$ cat src/rtl/tpd_pkg.sv
package tpd_pkg;

  localparam int unsigned ByteW     = 8;
  localparam int unsigned CoordW    = 16;
  localparam int unsigned PosW      = CoordW + 1;
  localparam int unsigned PressW    = 10;
  localparam int unsigned CfgW      = 16;
  localparam int unsigned FrameLen  = 7;
  localparam int unsigned CountW    = 3;
  localparam int unsigned StartBit  = 7;
  localparam int unsigned QDepth    = 2;
  localparam int unsigned QPtrW     = $clog2(QDepth);
  localparam int unsigned QCntW     = $clog2(QDepth + 1);

  localparam logic [CountW-1:0] LastIdx = CountW'(FrameLen - 1);

  localparam logic [CfgW-1:0] XFullScaleRst = 16'd6000;
  localparam logic [CfgW-1:0] YFullScaleRst = 16'd8192;

  typedef enum logic [0:0] {
    REG_X_FULL_SCALE = 1'b0,
    REG_Y_FULL_SCALE = 1'b1
  } cfg_reg_e;

  // One decoded frame, as handed from the assembler to the report unit.
  typedef struct packed {
    logic              touch;
    logic [CoordW-1:0] raw_x;
    logic [CoordW-1:0] raw_y;
    logic [PressW-1:0] pressure;
  } frame_t;

  typedef struct packed {
    logic full;
    logic empty;
  } q_status_t;

endpackage

$ cat src/rtl/touch_packet_decoder_unit.sv
// Touch packet decoder: 7-byte frames in, at most one report out per frame.
// Throughput: one byte per cycle; queue-full stall only if reports back up.
// Path: a frame's last byte is written into the queue at the edge that accepts
// it; the report output register then loads from the queue head once free.
// Reset: byte counter hunts for a start byte, queue empty, release flag clear,
// full-scale registers back to 6000 (X) and 8192 (Y).
module touch_packet_decoder_unit (
  input  logic                              clk_i,
  input  logic                              rst_ni,
  input  logic                              in_valid_i,
  output logic                              in_stall_o,
  input  logic [tpd_pkg::ByteW-1:0]         rx_byte_i,
  output logic                              out_valid_o,
  input  logic                              out_stall_i,
  output logic                              touch_down_o,
  output logic signed [tpd_pkg::PosW-1:0]   pos_x_o,
  output logic signed [tpd_pkg::PosW-1:0]   pos_y_o,
  output logic [tpd_pkg::PressW-1:0]        pressure_o,
  input  logic                              cfg_we_i,
  input  tpd_pkg::cfg_reg_e                 cfg_idx_i,
  input  logic [tpd_pkg::CfgW-1:0]          cfg_wdata_i
);

  logic [tpd_pkg::CfgW-1:0] x_fs_q, y_fs_q;
  logic                     accept, push, pop;
  tpd_pkg::frame_t          frame, head;
  tpd_pkg::q_status_t       q_status;

  assign in_stall_o = q_status.full;
  assign accept     = in_valid_i && !in_stall_o;

  always_ff @(posedge clk_i or negedge rst_ni) begin
    if (!rst_ni) begin
      x_fs_q <= tpd_pkg::XFullScaleRst;
      y_fs_q <= tpd_pkg::YFullScaleRst;
    end else if (cfg_we_i) begin
      unique case (cfg_idx_i)
        tpd_pkg::REG_X_FULL_SCALE: x_fs_q <= cfg_wdata_i;
        tpd_pkg::REG_Y_FULL_SCALE: y_fs_q <= cfg_wdata_i;
        default:                   x_fs_q <= x_fs_q;
      endcase
    end
  end

  tpd_frame_asm u_front (
    .clk_i     (clk_i),
    .rst_ni    (rst_ni),
    .accept_i  (accept),
    .rx_byte_i (rx_byte_i),
    .push_o    (push),
    .frame_o   (frame)
  );

  tpd_queue u_queue (
    .clk_i    (clk_i),
    .rst_ni   (rst_ni),
    .push_i   (push),
    .data_i   (frame),
    .pop_i    (pop),
    .head_o   (head),
    .status_o (q_status)
  );

  tpd_report u_back (
    .clk_i          (clk_i),
    .rst_ni         (rst_ni),
    .x_full_scale_i (x_fs_q),
    .y_full_scale_i (y_fs_q),
    .head_i         (head),
    .q_status_i     (q_status),
    .pop_o          (pop),
    .out_valid_o    (out_valid_o),
    .out_stall_i    (out_stall_i),
    .touch_down_o   (touch_down_o),
    .pos_x_o        (pos_x_o),
    .pos_y_o        (pos_y_o),
    .pressure_o     (pressure_o)
  );

endmodule

$ cat src/rtl/tpd_frame_asm.sv
module tpd_frame_asm (
  input  logic                        clk_i,
  input  logic                        rst_ni,
  input  logic                        accept_i,
  input  logic [tpd_pkg::ByteW-1:0]   rx_byte_i,
  output logic                        push_o,
  output tpd_pkg::frame_t             frame_o
);

  logic [tpd_pkg::CountW-1:0] count_q, count_d;
  logic                       touch_q;
  logic [6:0]                 body_q [1:5];
  logic                       start;

  assign start = rx_byte_i[tpd_pkg::StartBit];

  // seventh byte closes the frame unless it is itself a start byte
  assign push_o = accept_i && !start && (count_q == tpd_pkg::LastIdx);

  always_comb begin
    frame_o.touch    = touch_q;
    frame_o.raw_x    = {body_q[1], 9'b0} | {7'b0, body_q[2], 2'b0} | {14'b0, rx_byte_i[6:5]};
    frame_o.raw_y    = {body_q[3], 9'b0} | {7'b0, body_q[4], 2'b0} | {14'b0, rx_byte_i[4:3]};
    frame_o.pressure = {rx_byte_i[2:0], body_q[5]};
  end

  always_comb begin
    count_d = count_q;
    if (accept_i) begin
      priority if (start) begin
        count_d = 3'd1;
      end else if (count_q == 3'd0) begin
        count_d = 3'd0;
      end else if (count_q == tpd_pkg::LastIdx) begin
        count_d = 3'd0;
      end else begin
        count_d = count_q + 3'd1;
      end
    end
  end

  always_ff @(posedge clk_i or negedge rst_ni) begin
    if (!rst_ni) begin
      count_q <= '0;
    end else begin
      count_q <= count_d;
    end
  end

  always_ff @(posedge clk_i) begin
    if (accept_i && start) begin
      touch_q <= rx_byte_i[0];
    end
    for (int i = 1; i <= 5; i++) begin
      if (accept_i && !start && (count_q == 3'(i))) begin
        body_q[i] <= rx_byte_i[6:0];
      end
    end
  end

`ifndef SYNTHESIS
  a_count_range: assert property (@(posedge clk_i) disable iff (!rst_ni)
    count_q <= tpd_pkg::LastIdx)
    else $error("byte counter out of range");

  a_push_restarts: assert property (@(posedge clk_i) disable iff (!rst_ni)
    push_o |=> count_q == 3'd0)
    else $error("counter not cleared after frame end");
`endif

endmodule

$ cat src/rtl/tpd_queue.sv
module tpd_queue (
  input  logic                clk_i,
  input  logic                rst_ni,
  input  logic                push_i,
  input  tpd_pkg::frame_t     data_i,
  input  logic                pop_i,
  output tpd_pkg::frame_t     head_o,
  output tpd_pkg::q_status_t  status_o
);

  tpd_pkg::frame_t            mem_q [tpd_pkg::QDepth];
  logic [tpd_pkg::QPtrW-1:0]  wr_ptr_q, rd_ptr_q;
  logic [tpd_pkg::QCntW-1:0]  cnt_q, cnt_d;
  logic                       do_push, do_pop;

  assign status_o.full  = (cnt_q == tpd_pkg::QCntW'(tpd_pkg::QDepth));
  assign status_o.empty = (cnt_q == '0);
  assign do_push        = push_i && !status_o.full;
  assign do_pop         = pop_i && !status_o.empty;
  assign head_o         = mem_q[rd_ptr_q];

  always_comb begin
    cnt_d = cnt_q;
    unique case ({do_push, do_pop})
      2'b10:   cnt_d = cnt_q + 1'b1;
      2'b01:   cnt_d = cnt_q - 1'b1;
      default: cnt_d = cnt_q;
    endcase
  end

  always_ff @(posedge clk_i or negedge rst_ni) begin
    if (!rst_ni) begin
      wr_ptr_q <= '0;
      rd_ptr_q <= '0;
      cnt_q    <= '0;
    end else begin
      cnt_q <= cnt_d;
      if (do_push) begin
        wr_ptr_q <= (wr_ptr_q == tpd_pkg::QPtrW'(tpd_pkg::QDepth - 1)) ? '0 : wr_ptr_q + 1'b1;
      end
      if (do_pop) begin
        rd_ptr_q <= (rd_ptr_q == tpd_pkg::QPtrW'(tpd_pkg::QDepth - 1)) ? '0 : rd_ptr_q + 1'b1;
      end
    end
  end

  always_ff @(posedge clk_i) begin
    if (do_push) begin
      mem_q[wr_ptr_q] <= data_i;
    end
  end

`ifndef SYNTHESIS
  a_no_overflow: assert property (@(posedge clk_i) disable iff (!rst_ni)
    push_i |-> !status_o.full)
    else $error("frame pushed into full queue");
`endif

endmodule

$ cat src/rtl/tpd_report.sv
module tpd_report (
  input  logic                          clk_i,
  input  logic                          rst_ni,
  input  logic [tpd_pkg::CfgW-1:0]      x_full_scale_i,
  input  logic [tpd_pkg::CfgW-1:0]      y_full_scale_i,
  input  tpd_pkg::frame_t               head_i,
  input  tpd_pkg::q_status_t            q_status_i,
  output logic                          pop_o,
  output logic                          out_valid_o,
  input  logic                          out_stall_i,
  output logic                          touch_down_o,
  output logic signed [tpd_pkg::PosW-1:0]   pos_x_o,
  output logic signed [tpd_pkg::PosW-1:0]   pos_y_o,
  output logic [tpd_pkg::PressW-1:0]    pressure_o
);

  logic                             valid_q;
  logic                             release_sent_q;
  logic                             touch_q;
  logic signed [tpd_pkg::PosW-1:0]  pos_x_q, pos_y_q;
  logic [tpd_pkg::PressW-1:0]       press_q;

  logic out_free, has_press, rep_touch, rep_nothing, rep_lift, emit;

  assign out_free  = !valid_q || !out_stall_i;
  assign pop_o     = !q_status_i.empty && out_free;
  assign has_press = (head_i.pressure != '0);

  assign rep_touch   = head_i.touch && has_press;
  assign rep_nothing = !head_i.touch && !has_press;
  // pen still down but pressure gone: report a release only once
  assign rep_lift    = head_i.touch && !has_press && !release_sent_q;
  assign emit        = rep_touch || rep_nothing || rep_lift;

  always_ff @(posedge clk_i or negedge rst_ni) begin
    if (!rst_ni) begin
      valid_q        <= 1'b0;
      release_sent_q <= 1'b0;
    end else begin
      if (pop_o) begin
        valid_q <= emit;
        if (rep_touch) begin
          release_sent_q <= 1'b0;
        end else if (rep_lift) begin
          release_sent_q <= 1'b1;
        end
      end else if (!out_stall_i) begin
        valid_q <= 1'b0;
      end
    end
  end

  always_ff @(posedge clk_i) begin
    if (pop_o && emit) begin
      touch_q <= rep_touch;
      pos_x_q <= {1'b0, x_full_scale_i} - {1'b0, head_i.raw_x};
      pos_y_q <= {1'b0, y_full_scale_i} - {1'b0, head_i.raw_y};
      press_q <= rep_touch ? head_i.pressure : '0;
    end
  end

  assign out_valid_o  = valid_q;
  assign touch_down_o = touch_q;
  assign pos_x_o      = pos_x_q;
  assign pos_y_o      = pos_y_q;
  assign pressure_o   = press_q;

`ifndef SYNTHESIS
  a_flag_set_on_lift: assert property (@(posedge clk_i) disable iff (!rst_ni)
    $rose(release_sent_q) |-> $past(pop_o && rep_lift))
    else $error("release flag set without a release report");
`endif

endmodule
$ cat config.mk
export PLATFORM = sky130hd
export DESIGN_NAME = touch_packet_decoder_unit
export DESIGN_NICKNAME = d
export VERILOG_FILES = /design/src/rtl/tpd_pkg.sv /design/src/rtl/touch_packet_decoder_unit.sv /design/src/rtl/tpd_frame_asm.sv /design/src/rtl/tpd_queue.sv /design/src/rtl/tpd_report.sv
export SDC_FILE = /design/constraint.sdc
export NUM_CORES = 1
export LEC_CHECK = 0
export BUFFER_PORTS_ARGS = -buffer_cell sky130_fd_sc_hd__buf_2
export CORE_UTILIZATION = 59
export DETAILED_ROUTE_END_ITERATION = 16
export PLACE_DENSITY_LB_ADDON = 0.12
export SLEW_MARGIN = 10
export SYNTH_ARGS = -nofsm -noshare
export SYNTH_HDL_FRONTEND = slang
export SYNTH_SLANG_ARGS = --single-unit
$ cat constraint.sdc
create_clock -name clk_i -period 7.6 [get_ports clk_i]
set_clock_uncertainty 0.1 [all_clocks]
set_input_delay 0.76 -clock clk_i [delete_from_list [all_inputs] [get_ports clk_i]]
set_output_delay 0.76 -clock clk_i [all_outputs]
set_load 0.01 [all_outputs]
==> impl_metrics.ini, run 1 <==
[status]
status = finished, final reports clean

[setup_path]
crit_path_max_fanout = 35
worstReg2RegStart = u_queue.rd_ptr_q
timing.critical_path.arrival_ns = 3.57
timing.critical_path.required_ns = 7.62
setup.worst_path.start = u_queue.rd_ptr_q
end_kind = flop
critPathKind = reg -> reg
timing.critical_path.from_type = flop

[yosys]
synthesis.nets = 641
yosys_warnings = 0
synth_enable_flop_cells = 167
synthesized_cell_area_mm2 = 0.008853
synth-seq-cells = 208
netlist.area_leader.share = 0.5664
yosysMostFrequentCell = sky130_fd_sc_hd__edfxtp_1
synth_area_per_cell_um2 = 15.51
asyncSetResetFlopFracSynth = 0.1971
ys_top_cells_by_area = sky130_fd_sc_hd__edfxtp_1 57%, sky130_fd_sc_hd__dfrtp_1 9.3%, sky130_fd_sc_hd__ha_1 5.4%, sky130_fd_sc_hd__mux2i_1 4.5%, sky130_fd_sc_hd__mux2_2 4.5%
synth.cells.most_frequent = 167 x sky130_fd_sc_hd__edfxtp_1, 40 x sky130_fd_sc_hd__mux2i_1, 38 x sky130_fd_sc_hd__ha_1
ys_types = 55
ys.flop_type = sky130_fd_sc_hd__edfxtp_1
synth_top_cell_by_area = sky130_fd_sc_hd__edfxtp_1
seq_area_frac_synth = 0.6834
syn-instance-count = 571

[cells_and_area]
n_antenna_cell = 0
area.growth.synth_to_final_pct = 15.32
fin_nets = 732
drive_gt1_frac = 0.2515
final_core_utilization = 0.6998

[floorplan]
die_y_um = 124.5
die_w_um = 124.5
dieArea_mm2 = 0.01550
core_mm2 = 0.01459
placement_rows = 44
initial_core_util = 0.6069
pin_count = 77

[drt]
detailedRoute.firstIterationViolations = 299
drc = 0
dr_pass1_iterations = 5
routedWlPerCell_um = 19.09
vias_per_cell = 5.802
routed_wl_um = 16410
vias = 4990
final_antenna_violating_net_count = 0

[timing]
final-max-slew-violation-count = 0
tns_ns = 0
hold-worst-slack_ns = 0.3417
max_slew.worst_pin.slew_ns = 1.180
grt_setup_unrepaired = no
min_period_ns = 3.549
fmaxAchievable_mhz = 281.8
setup_viol = 0
final-hold-violation-count = 0
maxSlewHeadroom = 0.2075
share_of_the_cycle_needed_by_the_critical_path_after_routing = 0.4669

[grt]
grt_first_pass_wirelength_um = 26230
largest_net_degree_at_the_start_of_global_routing = 44
busiest_layer = met2
grt_pass1_vias = 5063
globalRouteMet3Util = 0.02964
overflow = 0
met2_usage = 0.3711
globalRouteTotalUtil = 0.2178
grt_antenna_before_repair = 0
grt.met1_usage = 0.2922

[clocking]
cts.clk_slew.worst_paths_ns = 0.06
clock_path_buffers = 3
h-tree-depth = 1
clock-root-buffer = sky130_fd_sc_hd__clkbuf_16
cts_setup_buffers = 0
cts.sinks = 208
cts_hold_buffers = 0
tritoncts = built
cts-resized-gates = 0
clock_insertion_delay_worst_skew_ns = 0.48
cts_inserted_buffers = 21

[power_and_ir_drop]
p_per_cell_area_mw_per_mm2 = 360.8
power.leakage_nw = 3.983
peakVddDrop_uv = 274.7

[placement]
dp.final_hpwl_um = 11030
finalWeightedCongestion = 0.8763
port_buffers = 76

[min_path]
min-delay-start = u_front.body_q[0][26]
holdCritPathClass = reg -> reg

[job]
max_cap_violations = 0
worst max-delay path, cell delays in order, from the launching register on:
cell and delay, ns:
sky130_fd_sc_hd__dfrtp_2 0.71, sky130_fd_sc_hd__buf_4 0.52, sky130_fd_sc_hd__nor4b_1 0.32, sky130_fd_sc_hd__nand3_1 0.12
sky130_fd_sc_hd__o41a_1 0.14, sky130_fd_sc_hd__inv_1 0.07, sky130_fd_sc_hd__ha_1 0.15, sky130_fd_sc_hd__nand2b_1 0.10
sky130_fd_sc_hd__a21boi_4 0.39, sky130_fd_sc_hd__buf_4 0.54
flip-flops by register name, indices dropped and copies added (netlist names), 2 cells and up:
register and count:
u_back.pos_x_o 17, u_back.pos_y_o 17, u_back.pressure_o 10, u_front.body_q 35
u_front.count_q 3, u_queue.cnt_q 2, u_queue.mem_q 86, x_fs_q 16
y_fs_q 16
layout make-up:
class	instances	area, µm²
flip-flops and latches	208	6052
fillers	967	4379
multi-input cells	331	2711
clock buffers	27	598.1
repair buffers	82	425.4
well taps	184	230.2
clock inverters	10	125.1
inverters	18	67.56
per-layer routing:
| layer | vias up | wire length (µm) |
|---|---|---|
| met5 | - | 0 |
| met4 | 0 | 387 |
| met3 | 26 | 753 |
| met2 | 165 | 8137 |
| met1 | 2446 | 7135 |
| li1 | 2353 | - |
final timing paths:
check / slack [ns] / to / cells past startpoint
worst min-delay path: 0.34 / u_queue.mem_q[0][24] / 0
max in group asynchronous: 6.34 / u_queue.rd_ptr_q / 1
worst min register to register: 0.34 / u_queue.mem_q[0][24] / 0
worst max register to register: 4.05 / u_back.pos_x_o[13] / 9
worst max-delay path: 4.05 / u_back.pos_x_o[13] / 9
min in group asynchronous: 0.36 / x_fs_q[13] / 1
cell usage in the layout (no fill, tap or decap), types with 15 or more instances in the layout:
cell and n:
sky130_fd_sc_hd__buf_2 76, sky130_fd_sc_hd__nor2_1 25, sky130_fd_sc_hd__ha_1 38, sky130_fd_sc_hd__xnor2_1 15, sky130_fd_sc_hd__o21ai_0 16, sky130_fd_sc_hd__edfxtp_1 167, sky130_fd_sc_hd__mux2i_1 40, sky130_fd_sc_hd__nand2_1 16
sky130_fd_sc_hd__nor2b_1 15, sky130_fd_sc_hd__dfrtp_1 32, sky130_fd_sc_hd__clkbuf_16 21, sky130_fd_sc_hd__mux2_2 35, sky130_fd_sc_hd__inv_1 18, sky130_fd_sc_hd__a21oi_1 21
cells by family after synthesis:
family	share of synthesized area
flops	0.6834
simple gates	0.05851
compound gates	0.06939
mux	0.08974
fa+ha+maj	0.05823
buf+inv	0.01399
xor+xnor	0.02671
stage by stage:
step                setup slack, ns  total power [mW]  cells  area [µm²]
finish                        4.051             3.684    860       10210
CTS                           4.013             3.707    860       10210
floorplan                     2.076             2.343    571        8853
global route                  3.813             3.865    860       10210
global placement              4.162             2.607    823        9487
detailed placement            4.020             2.645    823        9487
power breakdown:
| part | internal [mW] | leakage (nW) | total (mW) | switching (mW) |
|---|---|---|---|---|
| logic | 0.450 | 1.63 | 1.04 | 0.589 |
| clock network | 0.655 | 0.357 | 1.06 | 0.401 |
| registers | 1.48 | 2.00 | 1.59 | 0.104 |
| total | 2.59 | 3.98 | 3.68 | 1.09 |
No activity file was read; power rests on OpenSTA's default activity.
==> run 2: changes to the inputs <==
Settings changed: CORE_UTILIZATION 59 to 54.
Clock period 7.6 ns to 3 ns, I/O delays scaled along.
==> run 2 against run 1 <==
Count of clock-buffer cells in the layout down 1. Final cell count grew 8.1%. Sequential power grew 150%. Global-route usage is 0.073 points lower. Largest cell class unchanged. Highest routed layer unchanged.
==> impl_metrics.ini, run 2 (same netlist as run 1, synthesis figures left out) <==
[grt]
grt_first_pass_wirelength_um = 27260
grt_pass1_vias = 5170
met2_usage = 0.3598
grt.met1_usage = 0.2914
globalRouteMet3Util = 0.03280
globalRouteTotalUtil = 0.2170
busiest_layer = met2
overflow = 0
largest_net_degree_at_the_start_of_global_routing = 42
grt_antenna_before_repair = 0

[clocking]
tritoncts = built
clock_path_buffers = 3
clock_insertion_delay_worst_skew_ns = 0.50
cts.sinks = 208
clock-root-buffer = sky130_fd_sc_hd__clkbuf_16
h-tree-depth = 1
cts.clk_slew.worst_paths_ns = 0.06
cts_inserted_buffers = 22

[min_path]
min-delay-start = rx_byte_i[2]
holdCritPathClass = in -> reg

[placement]
placement.cell_area_mm2 = 0.009676
finalWeightedCongestion = 0.8507
port_buffers = 76
dp.final_hpwl_um = 11740

[cells_and_area]
final_cell_mix = 167 x sky130_fd_sc_hd__edfxtp_1, 76 x sky130_fd_sc_hd__buf_2, 40 x sky130_fd_sc_hd__mux2i_1
n_antenna_cell = 0
stdcell_area_mm2 = 0.01066
seq_area_mm2 = 0.006052
drive_gt1_frac = 0.2745
fin_nets = 769
regMostFlops = u_queue.mem_q
max_ffs_per_register = 86
final_core_utilization = 0.6689
largest_registers = u_queue.mem_q: 86 flops, u_front.body_q: 35 flops
area.growth.synth_to_final_pct = 20.45
layout.cells.most_common = sky130_fd_sc_hd__edfxtp_1
nFillCells = 1117
footprint_of_the_multi_input_gates_mm2 = 0.002756

[setup_path]
r2r_setup_slack_ns = 0.08
timing.critical_path.from_type = flop
worstSetupEndpoint = u_back.pos_y_o[12]
r2r_end = u_back.pos_y_o[12]
critPathKind = reg -> reg
crit_path_max_fanout = 21
reg2regPathDepth = 10
timing.critical_path.arrival_ns = 3.06
timing.critical_path.required_ns = 3.14
worstReg2RegStart = u_queue.rd_ptr_q
end_kind = flop
setup.worst_path.start = u_queue.rd_ptr_q

[timing]
setup_viol = 0
share_of_the_cycle_needed_by_the_critical_path_after_routing = 0.9742
maxSlewHeadroom = 0.3304
final-hold-violation-count = 0
max_slew.worst_pin.slew_ns = 1.004
final-max-slew-violation-count = 0
min_period_ns = 2.923
grt_setup_unrepaired = yes
hold-worst-slack_ns = 0.05924
fmaxAchievable_mhz = 342.2

[drt]
routedWlPerCell_um = 19.07
detailedRoute.firstIterationViolations = 351
final_antenna_violating_net_count = 0
routed_wl_um = 17740
vias = 5145
vias_per_cell = 5.532
dr_pass1_iterations = 5
drc = 0

[floorplan]
dieArea_mm2 = 0.01691
pin_count = 77
core_mm2 = 0.01594
initial_core_util = 0.5553
die_w_um = 130.0
placement_rows = 46
die_y_um = 130.0

[power_and_ir_drop]
power.leakage_nw = 4.173
p_per_cell_area_mw_per_mm2 = 901.0
peakVddDrop_uv = 616.1

[job]
max_cap_violations = 0

[status]
status = finished, final reports clean
## run 2: critical path, cell delays in order, from the launching register on
cell and delay (ns):
sky130_fd_sc_hd__dfrtp_2 0.46, sky130_fd_sc_hd__buf_12 0.22, sky130_fd_sc_hd__mux2i_1 0.22, sky130_fd_sc_hd__ha_1 0.28, sky130_fd_sc_hd__buf_4 0.16, sky130_fd_sc_hd__o21a_1 0.17
sky130_fd_sc_hd__o31a_1 0.14, sky130_fd_sc_hd__o2111ai_1 0.28, sky130_fd_sc_hd__nand3_2 0.19, sky130_fd_sc_hd__a31oi_2 0.33, sky130_fd_sc_hd__xnor2_1 0.10
## run 2: final cells by class
class | count | area share
multi-input combinational | 331 | 0.2585
timing repair buffer | 118 | 0.07697
sequential | 208 | 0.5675
inverter | 18 | 0.006336
clock inverter | 13 | 0.01138
tap | 216 | 0.02534
clock buffer | 26 | 0.05397
## run 2: worst min-delay path by stage
stage | end | slack [ns] | depth (start not counted)
after detailed placement | x_fs_q[14] | 0.24 | 1
after floorplan | u_back.out_valid_o | -0.1 | 0
after global placement | x_fs_q[14] | 0.23 | 1
after global routing | u_front.body_q[0][37] | 0.05 | 1
final | u_front.body_q[0][37] | 0.06 | 1
after CTS | u_front.body_q[0][37] | 0.04 | 1
## run 2: stage by stage
| step | instances | setup TNS (ns) | setup WS [ns] | total power [mW] |
|---|---|---|---|---|
| global route | 930 | -0.05990 | -0.04220 | 10.12 |
| global placement | 869 | 0 | 0.07675 | 6.787 |
| CTS | 926 | 0 | 0.005859 | 9.536 |
| detailed placement | 869 | -0.01231 | -0.01231 | 6.895 |
| floorplan | 571 | -33.77 | -0.3927 | 5.936 |
| finish | 930 | 0 | 0.07743 | 9.608 |
## run 2: power by group
group,leakage (nW),switching [mW],internal (mW)
sequential,2.00,0.211,3.76
clock,0.347,1.05,1.54
combinational,1.83,1.66,1.38
total,4.17,2.93,6.68
## run 2: timing repair
| action | 4_1_cts | 5_1_grt |
|---|---|---|
| hold buffers | 18 | 0 |
| setup endpoints to repair | 2 | 11 |
| buffers inserted | 0 | 3 |
| gates resized for setup | 2 | 11 |
| gates cloned | 0 | 1 |
| endpoints found under the hold margin | 52 | 0 |
| pin swaps | 1 | 4 |
## run 2: routing by layer
layer	wire length [µm]	vias to the layer above
met5	0	-
met4	483	0
met3	792	36
met2	8590	138
met1	7871	2550
li1	-	2421
